`src/rtl/sthm_pkg.sv`:
```
`default_nettype none
package sthm_pkg;

  // Linux key codes used by the remapper
  localparam logic [15:0] KC_ESC       = 16'd1;
  localparam logic [15:0] KC_LEFTSHIFT = 16'd42;
  localparam logic [15:0] KC_SPACE     = 16'd57;
  localparam logic [15:0] KC_PAUSE     = 16'd119;
  localparam logic [15:0] KC_LEFTMETA  = 16'd125;

  // Event types
  localparam logic [4:0] EV_SYN = 5'd0;
  localparam logic [4:0] EV_KEY = 5'd1;

  // Key values
  localparam logic [31:0] KV_RELEASE = 32'd0;
  localparam logic [31:0] KV_PRESS   = 32'd1;
  localparam logic [31:0] KV_REPEAT  = 32'd2;

  localparam int COUNT_MAX_DEF   = 31;
  localparam logic [15:0] WINDOW_RST = 16'd200;

  // Longest burst: four events, three SYN reports between them
  localparam int MAX_EV = 4;
  localparam int NUM_W  = $clog2(MAX_EV + 1);
  localparam int POS_W  = $clog2(2 * MAX_EV - 1);

  typedef enum logic [2:0] {
    MODE_IDLE = 3'd0,
    MODE_HELD = 3'd1,
    MODE_REAL = 3'd3,
    MODE_META = 3'd4
  } mode_e;

  typedef struct packed {
    logic [4:0]  ev_type;
    logic [15:0] code;
    logic [31:0] value;
    logic [31:0] ev_time;
  } evt_t;

  typedef struct packed {
    logic [NUM_W-1:0]    num;
    evt_t [MAX_EV-1:0]   ev;
  } burst_t;

  function automatic evt_t mk_key(logic [15:0] code, logic [31:0] value);
    evt_t e;
    e.ev_type = EV_KEY;
    e.code    = code;
    e.value   = value;
    e.ev_time = 32'd0;
    return e;
  endfunction

endpackage
`default_nettype wire

```
`src/rtl/sthm_core.sv`:
```
`default_nettype none
module sthm_core #(
  parameter int CountMax = sthm_pkg::COUNT_MAX_DEF
) (
  input  wire logic             clk_i,
  input  wire logic             rst_ni,
  input  wire logic             adv_i,
  input  wire sthm_pkg::evt_t   self_i,
  input  wire logic [15:0]      window_i,
  output sthm_pkg::burst_t      burst_o
);

  localparam int CntW = $clog2(CountMax + 1);

  sthm_pkg::mode_e mode_q, mode_d;
  logic [CntW-1:0] cnt_q, cnt_d;
  logic            bufv_q, bufv_d;
  logic            prevf_q, prevf_d;
  logic [15:0]     bufcode_q, bufcode_d;
  logic [31:0]     buftime_q, buftime_d;
  logic [31:0]     prevtime_q, prevtime_d;

  logic            is_key, v_rel, v_prs, v_rep, is_space, recent;
  logic [31:0]     elapsed;
  sthm_pkg::evt_t  buf_ev, syn_ev;

  assign is_key   = (self_i.ev_type == sthm_pkg::EV_KEY);
  assign v_rel    = (self_i.value == sthm_pkg::KV_RELEASE);
  assign v_prs    = (self_i.value == sthm_pkg::KV_PRESS);
  assign v_rep    = (self_i.value == sthm_pkg::KV_REPEAT);
  assign is_space = (self_i.code == sthm_pkg::KC_SPACE);
  assign elapsed  = self_i.ev_time - prevtime_q;
  assign recent   = prevf_q && (elapsed <= {16'd0, window_i});

  always_comb begin
    buf_ev         = sthm_pkg::mk_key(bufcode_q, sthm_pkg::KV_PRESS);
    buf_ev.ev_time = buftime_q;
    syn_ev         = '0;
  end

  always_comb begin
    mode_d     = mode_q;
    cnt_d      = cnt_q;
    bufv_d     = bufv_q;
    prevf_d    = prevf_q;
    bufcode_d  = bufcode_q;
    buftime_d  = buftime_q;
    prevtime_d = prevtime_q;
    burst_o.num = sthm_pkg::NUM_W'(1);
    for (int i = 0; i < sthm_pkg::MAX_EV; i++) burst_o.ev[i] = syn_ev;
    burst_o.ev[0] = self_i;

    if (is_key) begin
      prevf_d    = is_space && v_rel;
      prevtime_d = self_i.ev_time;
      // Track held non-shift keys, saturating at both ends
      if (self_i.code != sthm_pkg::KC_LEFTSHIFT) begin
        if (v_prs && cnt_q < CntW'(CountMax)) cnt_d = cnt_q + CntW'(1);
        else if (v_rel && cnt_q != '0)        cnt_d = cnt_q - CntW'(1);
      end

      priority if (is_space && v_prs) begin
        if (mode_q == sthm_pkg::MODE_IDLE) begin
          if (recent || cnt_d > CntW'(1)) begin
            mode_d = sthm_pkg::MODE_REAL;
          end else begin
            mode_d = sthm_pkg::MODE_HELD;
            burst_o.ev[0] = sthm_pkg::mk_key(sthm_pkg::KC_PAUSE, sthm_pkg::KV_PRESS);
          end
        end
      end else if (is_space && v_rep) begin
        // swallow repeats while the decision is pending
        if (mode_q == sthm_pkg::MODE_HELD) burst_o.num = '0;
      end else if (is_space && v_rel) begin
        mode_d = sthm_pkg::MODE_IDLE;
        if (mode_q == sthm_pkg::MODE_HELD) begin
          bufv_d = 1'b0;
          burst_o.ev[0] = sthm_pkg::mk_key(sthm_pkg::KC_SPACE, sthm_pkg::KV_PRESS);
          burst_o.ev[1] = sthm_pkg::mk_key(sthm_pkg::KC_PAUSE, sthm_pkg::KV_RELEASE);
          burst_o.ev[2] = sthm_pkg::mk_key(sthm_pkg::KC_SPACE, sthm_pkg::KV_RELEASE);
          burst_o.ev[3] = buf_ev;
          burst_o.num   = bufv_q ? sthm_pkg::NUM_W'(4) : sthm_pkg::NUM_W'(3);
        end else if (mode_q == sthm_pkg::MODE_META) begin
          burst_o.ev[0] = sthm_pkg::mk_key(sthm_pkg::KC_LEFTMETA, sthm_pkg::KV_RELEASE);
        end
      end else if (self_i.code == sthm_pkg::KC_ESC && v_prs) begin
        mode_d  = sthm_pkg::MODE_IDLE;
        cnt_d   = '0;
        bufv_d  = 1'b0;
        burst_o.ev[1] = sthm_pkg::mk_key(sthm_pkg::KC_PAUSE, sthm_pkg::KV_RELEASE);
        if (mode_q == sthm_pkg::MODE_HELD) burst_o.num = sthm_pkg::NUM_W'(2);
      end else if (v_rel) begin
        if (mode_q == sthm_pkg::MODE_HELD) begin
          mode_d = sthm_pkg::MODE_META;
          bufv_d = 1'b0;
          burst_o.ev[0] = sthm_pkg::mk_key(sthm_pkg::KC_LEFTMETA, sthm_pkg::KV_PRESS);
          burst_o.ev[1] = sthm_pkg::mk_key(sthm_pkg::KC_PAUSE, sthm_pkg::KV_RELEASE);
          if (bufv_q) begin
            burst_o.ev[2] = buf_ev;
            burst_o.ev[3] = self_i;
            burst_o.num   = sthm_pkg::NUM_W'(4);
          end else begin
            burst_o.ev[2] = self_i;
            burst_o.num   = sthm_pkg::NUM_W'(3);
          end
        end
      end else if (v_prs) begin
        if (mode_q == sthm_pkg::MODE_HELD) begin
          if (bufv_q) begin
            mode_d = sthm_pkg::MODE_META;
            bufv_d = 1'b0;
            burst_o.ev[0] = sthm_pkg::mk_key(sthm_pkg::KC_LEFTMETA, sthm_pkg::KV_PRESS);
            burst_o.ev[1] = buf_ev;
            burst_o.ev[2] = self_i;
            burst_o.num   = sthm_pkg::NUM_W'(3);
          end else begin
            // hold the first press until space resolves
            bufv_d      = 1'b1;
            bufcode_d   = self_i.code;
            buftime_d   = self_i.ev_time;
            burst_o.num = '0;
          end
        end
      end else begin
        burst_o.num = sthm_pkg::NUM_W'(1);
      end
    end
  end

  always_ff @(posedge clk_i or negedge rst_ni) begin
    if (!rst_ni) begin
      mode_q  <= sthm_pkg::MODE_IDLE;
      cnt_q   <= '0;
      bufv_q  <= 1'b0;
      prevf_q <= 1'b0;
    end else if (adv_i) begin
      mode_q  <= mode_d;
      cnt_q   <= cnt_d;
      bufv_q  <= bufv_d;
      prevf_q <= prevf_d;
    end
  end

  always_ff @(posedge clk_i) begin
    if (adv_i) begin
      bufcode_q  <= bufcode_d;
      buftime_q  <= buftime_d;
      prevtime_q <= prevtime_d;
    end
  end

endmodule
`default_nettype wire

```
`src/rtl/sthm_burst.sv`:
```
`default_nettype none
module sthm_burst (
  input  wire logic             clk_i,
  input  wire logic             rst_ni,
  input  wire logic             load_i,
  input  wire sthm_pkg::burst_t burst_i,
  output logic                  free_o,
  output logic                  out_valid_o,
  input  wire logic             out_ready_i,
  output sthm_pkg::evt_t        out_ev_o,
  output logic                  last_o
);

  localparam int NumW = sthm_pkg::NUM_W;
  localparam int PosW = sthm_pkg::POS_W;

  sthm_pkg::evt_t [sthm_pkg::MAX_EV-1:0] ev_q;
  logic [NumW-1:0] num_q;
  logic [PosW-1:0] pos_q;
  logic [PosW-1:0] last_pos;
  logic            is_last;

  // Even positions carry events, odd positions the SYN reports between them
  assign last_pos    = PosW'({num_q, 1'b0} - (NumW + 1)'(2));
  assign is_last     = (pos_q == last_pos);
  assign out_valid_o = (num_q != '0);
  assign free_o      = !out_valid_o || (out_ready_i && is_last);
  assign last_o      = is_last;

  always_comb begin
    if (pos_q[0]) out_ev_o = '0;
    else          out_ev_o = ev_q[pos_q[PosW-1:1]];
  end

  always_ff @(posedge clk_i or negedge rst_ni) begin
    if (!rst_ni) begin
      num_q <= '0;
      pos_q <= '0;
    end else if (load_i) begin
      num_q <= burst_i.num;
      pos_q <= '0;
    end else if (out_valid_o && out_ready_i) begin
      if (is_last) num_q <= '0;
      else         pos_q <= pos_q + PosW'(1);
    end
  end

  always_ff @(posedge clk_i) begin
    if (load_i) ev_q <= burst_i.ev;
  end

  a_load_when_free: assert property (@(posedge clk_i) disable iff (!rst_ni)
    load_i |-> free_o) else $error("burst loaded while busy");

  a_num_bound: assert property (@(posedge clk_i) disable iff (!rst_ni)
    num_q <= NumW'(sthm_pkg::MAX_EV)) else $error("burst length out of range");

  a_pos_bound: assert property (@(posedge clk_i) disable iff (!rst_ni)
    out_valid_o |-> pos_q <= last_pos) else $error("position past end of burst");

  a_syn_not_last: assert property (@(posedge clk_i) disable iff (!rst_ni)
    (out_valid_o && pos_q[0]) |-> !is_last) else $error("burst ends on a SYN");

endmodule
`default_nettype wire

```
`src/rtl/space_tap_hold_meta_remapper.sv`:
```
// Space tap/hold remapper: tapped space stays space, space held together with
// another key turns into left meta. Non-key events pass through unchanged.
//
// Input channel (in_valid_i / in_ready_o): one input event per request, taken
// into an input register. Output channel (out_valid_o / out_ready_i): one
// emitted event per request; last_o marks the final one caused by an input.
// An input causes zero to seven results: up to four events with SYN reports
// between them, one result per cycle from the burst register while the
// receiver is ready.
// The first result comes from the burst register, which loads from the input register once the burst register is free.
// One input per cycle while each causes at most one result and the receiver
// is ready; an input with several results occupies the burst register until
// its last result is taken, and the input register takes the next request meanwhile.
// Reset clears the mode, held-key count, buffered-press flag and the recent
// space-release flag; the double-tap window returns to 200 ms.
// When the receiver stalls, the current result holds, the input register
// fills and in_ready_o drops until the burst can advance.
// cfg_we_i writes the double-tap window; write only while the block is idle.
`default_nettype none
module space_tap_hold_meta_remapper #(
  parameter int CountMax = sthm_pkg::COUNT_MAX_DEF
) (
  input  wire logic               clk_i,
  input  wire logic               rst_ni,
  input  wire logic               cfg_we_i,
  input  wire logic [15:0]        cfg_wdata_i,
  input  wire logic               in_valid_i,
  output logic                    in_ready_o,
  input  wire logic [4:0]         event_type_i,
  input  wire logic [15:0]        event_code_i,
  input  wire logic signed [31:0] event_value_i,
  input  wire logic [31:0]        time_ms_i,
  output logic                    out_valid_o,
  input  wire logic               out_ready_i,
  output logic [4:0]              out_type_o,
  output logic [15:0]             out_code_o,
  output logic signed [31:0]      out_value_o,
  output logic [31:0]             out_time_ms_o,
  output logic                    last_o
);

  logic            iv_q;
  sthm_pkg::evt_t  in_q;
  logic [15:0]     window_q;
  logic            eng_free, xfer, in_acc;
  sthm_pkg::burst_t burst;
  sthm_pkg::evt_t  out_ev;

  // Advance the held request into the decoder when the burst register frees up
  assign xfer       = iv_q && eng_free;
  assign in_ready_o = !iv_q || xfer;
  assign in_acc     = in_valid_i && in_ready_o;

  always_ff @(posedge clk_i or negedge rst_ni) begin
    if (!rst_ni) begin
      iv_q     <= 1'b0;
      window_q <= sthm_pkg::WINDOW_RST;
    end else begin
      if (in_acc)    iv_q <= 1'b1;
      else if (xfer) iv_q <= 1'b0;
      if (cfg_we_i) window_q <= cfg_wdata_i;
    end
  end

  // Payload needs no reset
  always_ff @(posedge clk_i) begin
    if (in_acc) begin
      in_q.ev_type <= event_type_i;
      in_q.code    <= event_code_i;
      in_q.value   <= event_value_i;
      in_q.ev_time <= time_ms_i;
    end
  end

  sthm_core #(
    .CountMax (CountMax)
  ) u_core (
    .clk_i    (clk_i),
    .rst_ni   (rst_ni),
    .adv_i    (xfer),
    .self_i   (in_q),
    .window_i (window_q),
    .burst_o  (burst)
  );

  // A request with no results just updates state and never loads the burst
  sthm_burst u_burst (
    .clk_i       (clk_i),
    .rst_ni      (rst_ni),
    .load_i      (xfer && (burst.num != '0)),
    .burst_i     (burst),
    .free_o      (eng_free),
    .out_valid_o (out_valid_o),
    .out_ready_i (out_ready_i),
    .out_ev_o    (out_ev),
    .last_o      (last_o)
  );

  assign out_type_o    = out_ev.ev_type;
  assign out_code_o    = out_ev.code;
  assign out_value_o   = out_ev.value;
  assign out_time_ms_o = out_ev.ev_time;

endmodule
`default_nettype wire
```
`config.mk`:
```
export PLATFORM = sky130hd
export DESIGN_NAME = space_tap_hold_meta_remapper
export DESIGN_NICKNAME = d
export VERILOG_FILES = /design/src/rtl/sthm_pkg.sv /design/src/rtl/sthm_core.sv /design/src/rtl/sthm_burst.sv /design/src/rtl/space_tap_hold_meta_remapper.sv
export SDC_FILE = /design/constraint.sdc
export NUM_CORES = 1
export LEC_CHECK = 0
export BUFFER_PORTS_ARGS = -buffer_cell sky130_fd_sc_hd__buf_4
export CAP_MARGIN = 20
export CORE_MARGIN = 5
export CORE_UTILIZATION = 30
export DETAILED_ROUTE_END_ITERATION = 8
export HOLD_SLACK_MARGIN = 0.06
export SLEW_MARGIN = 20
export SYNTH_ARGS = -nofsm -noshare
export SYNTH_HDL_FRONTEND = slang
export SYNTH_SLANG_ARGS = --single-unit
export TNS_END_PERCENT = 50
```
`constraint.sdc`:
```
create_clock -name clk_i -period 18.8 [get_ports clk_i]
set_clock_uncertainty 0.1 [all_clocks]
set_input_delay 0.94 -clock clk_i [delete_from_list [all_inputs] [get_ports clk_i]]
set_output_delay 0.94 -clock clk_i [all_outputs]
set_load 0.05 [all_outputs]
```
==> results of run 1 <==
==> path summary, 6_finish.rpt <==
check | end | cells after the start
max in group asynchronous | u_burst.pos_q[0]$_DFFE_PN0P_ | 1
hold / removal | window_q[8]$_DFFE_PN0P_ | 1
setup reg to reg | u_burst.ev_q[70]$_DFFE_PP_ | 20
setup / recovery | u_burst.ev_q[70]$_DFFE_PP_ | 20
min in group clk_i | u_burst.ev_q[40]$_DFFE_PP_ | 0
hold reg to reg | u_burst.ev_q[40]$_DFFE_PP_ | 0
==> flip-flops by register name (all words and copies together) (netlist names) <==
register / flops
u_core.bufcode_q: 16
iv_q: 1
u_burst.pos_q: 3
u_core.buftime_q: 32
window_q: 16
u_core.prevf_q: 1
u_core.mode_q: 3
u_core.cnt_q: 5
u_burst.num_q: 3
u_burst.ev_q: 305
u_core.bufv_q: 1
in_q: 85
u_core.prevtime_q: 32
==> kinds of logic after synthesis <==
family	Yosys count	synth area share
XOR/XNOR	23	0.00867
flip-flops	503	0.643
other	1	0.000161
adder cells (fa/ha/maj)	52	0.0283
multiplexers	105	0.0723
buffers and inverters	198	0.0330
AO/OA/AOI/OAI	327	0.0932
AND/OR/NAND/NOR	562	0.121
==> power by group through the flow <==
stage | Combinational [W] | Clock (W) | Sequential (W)
finish | 0.00147 | 0.00112 | 0.00181
global route | 0.00157 | 0.00120 | 0.00185
CTS | 0.00149 | 0.00115 | 0.00182
detailed placement | 0.00149 | 0 | 0.00184
global placement | 0.00148 | 0 | 0.00182
floorplan | 0.00106 | 0 | 0.00190
==> worst reg2reg max path: stages (launching register included) <==
cell	delay, ns
edfxtp_1	0.47
ha_1	0.39
o211ai_1	0.21
a21oi_1	0.12
or3_1	0.37
a211oi_1	0.50
a21oi_1	0.20
a21oi_1	0.19
o21bai_1	0.09
xor2_1	0.15
ha_1	0.30
a21o_1	0.18
a21o_1	0.16
a21oi_1	0.14
o211ai_1	0.11
a21boi_0	0.15
a2111oi_0	0.51
and4_1	0.37
a211oi_4	0.07
buf_4	0.33
or3_1	0.41
==> per-layer routing <==
layer / global-route usage / part of all wire
met5: 0 / 0
met4: 0.0399 / 0.023
met3: 0.0239 / 0.061
met2: 0.241 / 0.48
met1: 0.196 / 0.44
==> cell usage in the layout (no fill, tap or decap), types with 13 or more instances in the layout <==
master     netlist  final
edfxtp_1       470    470
buf_4            0    213
nor2_1         191    189
nand2_1        101    101
a21oi_1         99     99
conb_1           1     70
inv_1           68     68
and2_1          58     57
clkbuf_16        0     56
nor2b_1         55     55
mux2i_1         53     53
o21ai_0         51     51
ha_1            51     51
mux4_2          50     50
a22o_1          50     50
a22oi_1         39     39
nor2_2          30     31
nand3_1         29     28
dfrtp_1         30     27
nor3_1          20     18
xnor2_1         13     13
or3_1           13     13
==> per-stage QoR <==
step	util	power, W	cell area, sq um
after floorplan	-	0.00296	23500
after global placement	0.336	0.00330	25900
after detailed placement	0.336	0.00333	25900
after CTS	0.361	0.00446	27800
after global routing	0.361	0.00462	27800
final	0.361	0.00439	27800
==> final cells by class <==
class,count,area share
well taps,1040,0.0468
multi-input cells,1139,0.281
repair buffers,214,0.0579
flip-flops and latches,503,0.538
clock inverters,31,0.0153
inverters,69,0.00932
clock buffers,66,0.0518
==> run summary, run 1 <==
Critical Path Sink Type: flop
Setup ws final: 13.01 ns
Largest cells by area after synthesis: edfxtp_1, mux4_2, dfrtp_1, nor2_1, ha_1
Vias in the first global route: 15300
Crit-path slowest cell: a2111oi_0
Fin crit period: 5.79 ns
Critical setup path kind: flop to flop
Mapped cell area: 0.0232 sq mm
Crit Path Max Fanout: 36
Fin. max-slew vios: 0
Worst Path Buf+Inv: 1
Max-Cap Viols: 0
# port buffers: 193
# clock sinks: 503
Area leader, netlist: edfxtp_1
Post-synth cell types: 70
Post-synth top flop: edfxtp_1
Post-CTS setup buffer count: 0
Vias/cell: 4.88
Dpl cells: 2965
Startpoint class of the critical path: flop
Routed vias: 15000
Die ar.: 0.0831 sq mm
Hold Path Class: input pin to asynchronous set/reset pin
Yosys warnings: 0
Async SR Flop Fraction: 0.0656
FF+latch area: 0.0150 sq mm
CP max stage delay: 0.51 ns
Routed WL: 61700 um
Peak Freq: 0.173 GHz
GRT Residual Overflow: 0
Internal: 0.00278 W
Die height: 288 um
Initial core utilization: 0.301
DRC Markers: 0
CP Cell Sequence: ha_1, o211ai_1, a21oi_1, or3_1, a211oi_1, a21oi_1, a21oi_1, o21bai_1, xor2_1, ha_1, a21o_1, a21o_1, a21oi_1, o211ai_1, a21boi_0, a2111oi_0, and4_1, a211oi_4, buf_4, or3_1
Synthesized instance count: 1771
CTS tree: yes
Peak VDD IR: 0.0913 mV
RSZ-0062 raised after global routing: false
Post-cts sizing count: 0
Rows: 102
Fin crit share: 0.308
DP HPWL: 41300 um
Chip Width: 288 um
Core footprint: 0.0771 sq mm
Largest net degree at the start of global routing: 90
CTS Hold Bufs: 0
Synth top area share: 0.608
CP delay by family, top: compound AO/OA/AOI/OAI gates
GRT Total Usage: 0.144
CP Data Arrival Time: 6.05 ns
Switch Pwr: 0.00162 W
Avg Cell Area, Syn: 13.1 sq um
Sw Ratio: 0.368
DR iter-0 viols: 1118
Final setup fails: 0
Root Driver: clkbuf_16
First-pass GRT wire length: 92900 um
Worst Max-Slew Pin Slew: 1.13 ns
CTS clk-pin slew, worst paths: 0.06 ns
Non-Filler Instances: 3062
Seq pwr share: 0.412
Multi-input gate area: 0.00781 sq mm
Hold_ws: 0.219 ns
Setup_tns: 0 ns
Layout cells sized above 1: 0.200
Reg2reg setup slack: 13.01 ns
Sequential area share after synthesis: 0.643
Status: finished clean
Most common library cells after synthesis: edfxtp_1, nor2_1, clkbuf_1
CP required: 19.05 ns
CP most frequent cell: a21oi_1
Antenna viol nets, final: 0
Ports: 194
Leakage power total: 10.1 nW
Worst-skew pair later-pin latency: 0.61 ns
Count leader, synth: edfxtp_1
Endpoints failing hold: 0
Pwr/cell area: 158 mW/mm^2
CTS Buf Count: 55
# diodes: 0
Initial antenna violation count: 2
Post-synth EDFFs: 470
Fillers: 7498
Routed wire per std cell: 20.2 um
Layout Nets: 2140
Seq cells post-synth: 503
Logic pwr share: 0.334
Dpl ws: 13.01 ns
Drt pass-1 iters: 5
CTS HTree Levels: 2
Deepest clock path buffer count: 3
Worst r2r src: in_q[2]$_DFFE_PP_
Final GP Congestion: 0.850
Area grow syn2layout: 19.7%
Clock power frac: 0.254
Critical Path Source: in_q[2]$_DFFE_PP_
Max_slew headroom: 0.248
Note: power is estimated with default switching activity, not from simulation.
==> run 2: changes to the inputs <==
clock period = 5.5 ns   (was 18.8 ns; I/O delays follow)
==> run 2 against run 1 <==
Critical endpoint is now u_burst.ev_q[66]$_DFFE_PP_. Core utilization grew 2.2 points. Count of clock-buffer cells in the layout grew 7. Power grew to 3.4 times the previous value. Critical path depth is the same. Clock power grew to 3.4 times the previous value. Non-clock buffer count grew 154. Sequential power grew to 3.3 times the previous value. Largest power group unchanged. Final cell count grew 5.3%. Global-route usage grew 0.36 points. Setup slack lost 13 ns.
==> run summary, run 2 (same netlist as run 1, synthesis figures left out) <==
Max reg flops: 305 (unchanged)
Startpoint class of the critical path: flop (unchanged)
Crit-path slowest cell: a2111oi_0 (unchanged)
Peak VDD IR: 0.254 mV (was 0.0913 mV)
Fin crit share: 0.958 (was 0.308)
Routed vias: 15600 (was 15000)
Critical Path Sink Type: flop (unchanged)
Initial core utilization: 0.301 (unchanged)
Worst Max-Slew Pin Slew: 0.990 ns (was 1.13 ns)
Die ar.: 0.0831 sq mm (unchanged)
Ports: 194 (unchanged)
Post-CTS setup buffer count: 0 (unchanged)
Drt pass-1 iters: 5 (unchanged)
CTS clk-pin slew, worst paths: 0.06 ns (about the same)
Commonest non-fill, non-tap cell in the layout: edfxtp_1 (unchanged)
Layout cells sized above 1: 0.199 (was 0.200)
Max_slew headroom: 0.333 (was 0.248)
Fin util: 0.382 (was 0.361)
Regs by FF count: u_burst.ev_q x305, in_q x85 (unchanged)
Vias/cell: 4.83 (was 4.88)
GRT Residual Overflow: 0 (unchanged)
R2R depth: 20 (unchanged)
Fin. max-slew vios: 0 (unchanged)
Crit Path Max Fanout: 14 (was 36)
Deepest clock path buffer count: 3 (unchanged)
CP Cell Sequence: ha_1, o211ai_1, a21oi_1, or3_1, a211oi_4, a21oi_1, a21oi_1, o21bai_1, xor2_1, ha_1, a21o_1, a21o_1, a21oi_1, o211ai_1, a21boi_1, a2111oi_0, and4_1, a211oi_4, buf_12, or3_1 (was ha_1, o211ai_1, a21oi_1, or3_1, a211oi_1, a21oi_1, a21oi_1, o21bai_1, xor2_1, ha_1, a21o_1, a21o_1, a21oi_1, o211ai_1, a21boi_0, a2111oi_0, and4_1, a211oi_4, buf_4, or3_1)
Die height: 288 um (unchanged)
Final setup fails: 0 (unchanged)
Critical setup path kind: flop to flop (unchanged)
Endpoints failing hold: 0 (unchanged)
Pwr/cell area: 514 mW/mm^2 (was 158 mW/mm^2)
Setup ws final: 0.232 ns (was 13.01 ns)
Peak Freq: 0.190 GHz (was 0.173 GHz)
CP most frequent cell: a21oi_1 (unchanged)
CP Data Arrival Time: 5.54 ns (was 6.05 ns)
Leakage power total: 10.9 nW (was 10.1 nW)
RSZ-0062 raised after global routing: false (unchanged)
Vias in the first global route: 16100 (was 15300)
Hold path depth: 2
CP required: 5.77 ns (was 19.05 ns)
Rows: 102 (unchanged)
Root Driver: clkbuf_16 (unchanged)
Routed wl met2: 30500 um (was 29600 um)
Antenna viol nets, final: 0 (unchanged)
Routed wire per std cell: 19.6 um (was 20.2 um)
Core footprint: 0.0771 sq mm (unchanged)
Overall power: 0.0152 W (was 0.00439 W)
Critical Path Stages: 20 (unchanged)
DRC Markers: 0 (unchanged)
Dpl ws: 0.0863 ns (was 13.01 ns)
CTS HTree Levels: 2 (unchanged)
# diodes: 0 (unchanged)
DP HPWL: 41200 um (was 41300 um)
Met1 wire length: 27500 um (was 26900 um)
Chip Width: 288 um (unchanged)
# port buffers: 193 (unchanged)
GRT Total Usage: 0.148 (was 0.144)
CTS Buf Count: 57 (was 55)
CP delay by family, top: compound AO/OA/AOI/OAI gates (unchanged)
Layout Nets: 2296 (was 2140)
Hold Path Class: input pin to flop (was input pin to asynchronous set/reset pin)
Worst-skew pair later-pin latency: 0.62 ns (was 0.61 ns)
Max-Cap Viols: 0 (unchanged)
Most frequent cells in the layout: edfxtp_1, buf_4, nor2_1 (unchanged)
Worst Path Buf+Inv: 1 (unchanged)
Met3 Wirelength: 3530 um (was 3770 um)
Area grow syn2layout: 26.9% (was 19.7%)
Largest net degree at the start of global routing: 88 (was 90)
First-pass GRT wire length: 95800 um (was 92900 um)
Status: finished clean (unchanged)
Initial antenna violation count: 0 (was 2)
CTS tree: yes (unchanged)
CP max stage delay: 0.51 ns (about the same)
Final GP Congestion: 0.895 (was 0.850)
Fin crit period: 5.27 ns (was 5.79 ns)
# clock sinks: 503 (unchanged)
DR top layer: met4 (unchanged)
Most flop-heavy register: u_burst.ev_q (unchanged)
DR iter-0 viols: 1227 (was 1118)
Routed WL: 63100 um (was 61700 um)
Setup_tns: 0 ns (unchanged)
[run 2: worst paths after layout]
| path | slack [ns] | start | to |
|---|---|---|---|
| setup / recovery | 0.23 | in_q[2]$_DFFE_PP_ | u_burst.ev_q[66]$_DFFE_PP_ |
| hold / removal | 0.27 | event_code_i[6] | in_q[70]$_DFFE_PP_ |
| setup reg to reg | 0.23 | in_q[2]$_DFFE_PP_ | u_burst.ev_q[66]$_DFFE_PP_ |
| hold reg to reg | 0.35 | in_q[41]$_DFFE_PP_ | u_burst.ev_q[41]$_DFFE_PP_ |
| max in group asynchronous | 4.33 | rst_ni | u_burst.pos_q[0]$_DFFE_PN0P_ |
| min in group asynchronous | 0.52 | rst_ni | u_core.cnt_q[1]$_DFFE_PN0P_ |
[run 2: routing by layer]
| layer | up-vias | track usage |
|---|---|---|
| li1 | 7227 | - |
| met1 | 7783 | 0.196 |
| met2 | 462 | 0.250 |
| met3 | 104 | 0.0286 |
| met4 | 0 | 0.0400 |
| met5 | - | 0 |
[run 2: cell type report]
cell class              instances  area, sq um
clock buffers                  73         1570
clock inverters                33          297
fillers                      7388        47600
inverters                      69          259
multi-input cells            1139         7840
flip-flops and latches        503        15000
well taps                    1040         1300
repair buffers                368         3250
[run 2: power by group]
| part | internal, W | leakage [nW] | switching [W] | total (W) |
|---|---|---|---|---|
| logic | 0.00174 | 5.07 | 0.00362 | 0.00536 |
| registers | 0.00562 | 4.88 | 0.000410 | 0.00603 |
| clock network | 0.00217 | 0.911 | 0.00159 | 0.00376 |
[run 2: per-stage QoR]
step | area [sq um] | instances | hold WS [ns]
3_5_place_dp | 26200 | 2981 | 0.184
3_3_place_gp | 26200 | 2979 | 0.180
4_1_cts | 29400 | 3225 | 0.230
5_1_grt | 29500 | 3225 | 0.236
6_report | 29500 | 3225 | 0.267
2_1_floorplan | 23500 | 1840 | -0.121
[run 2: timing repair]
item,4_1_cts,5_1_grt
endpoints found under the hold margin,140,0
setup endpoints to repair,0,36
hold buffers,138,0
resized for setup,0,3
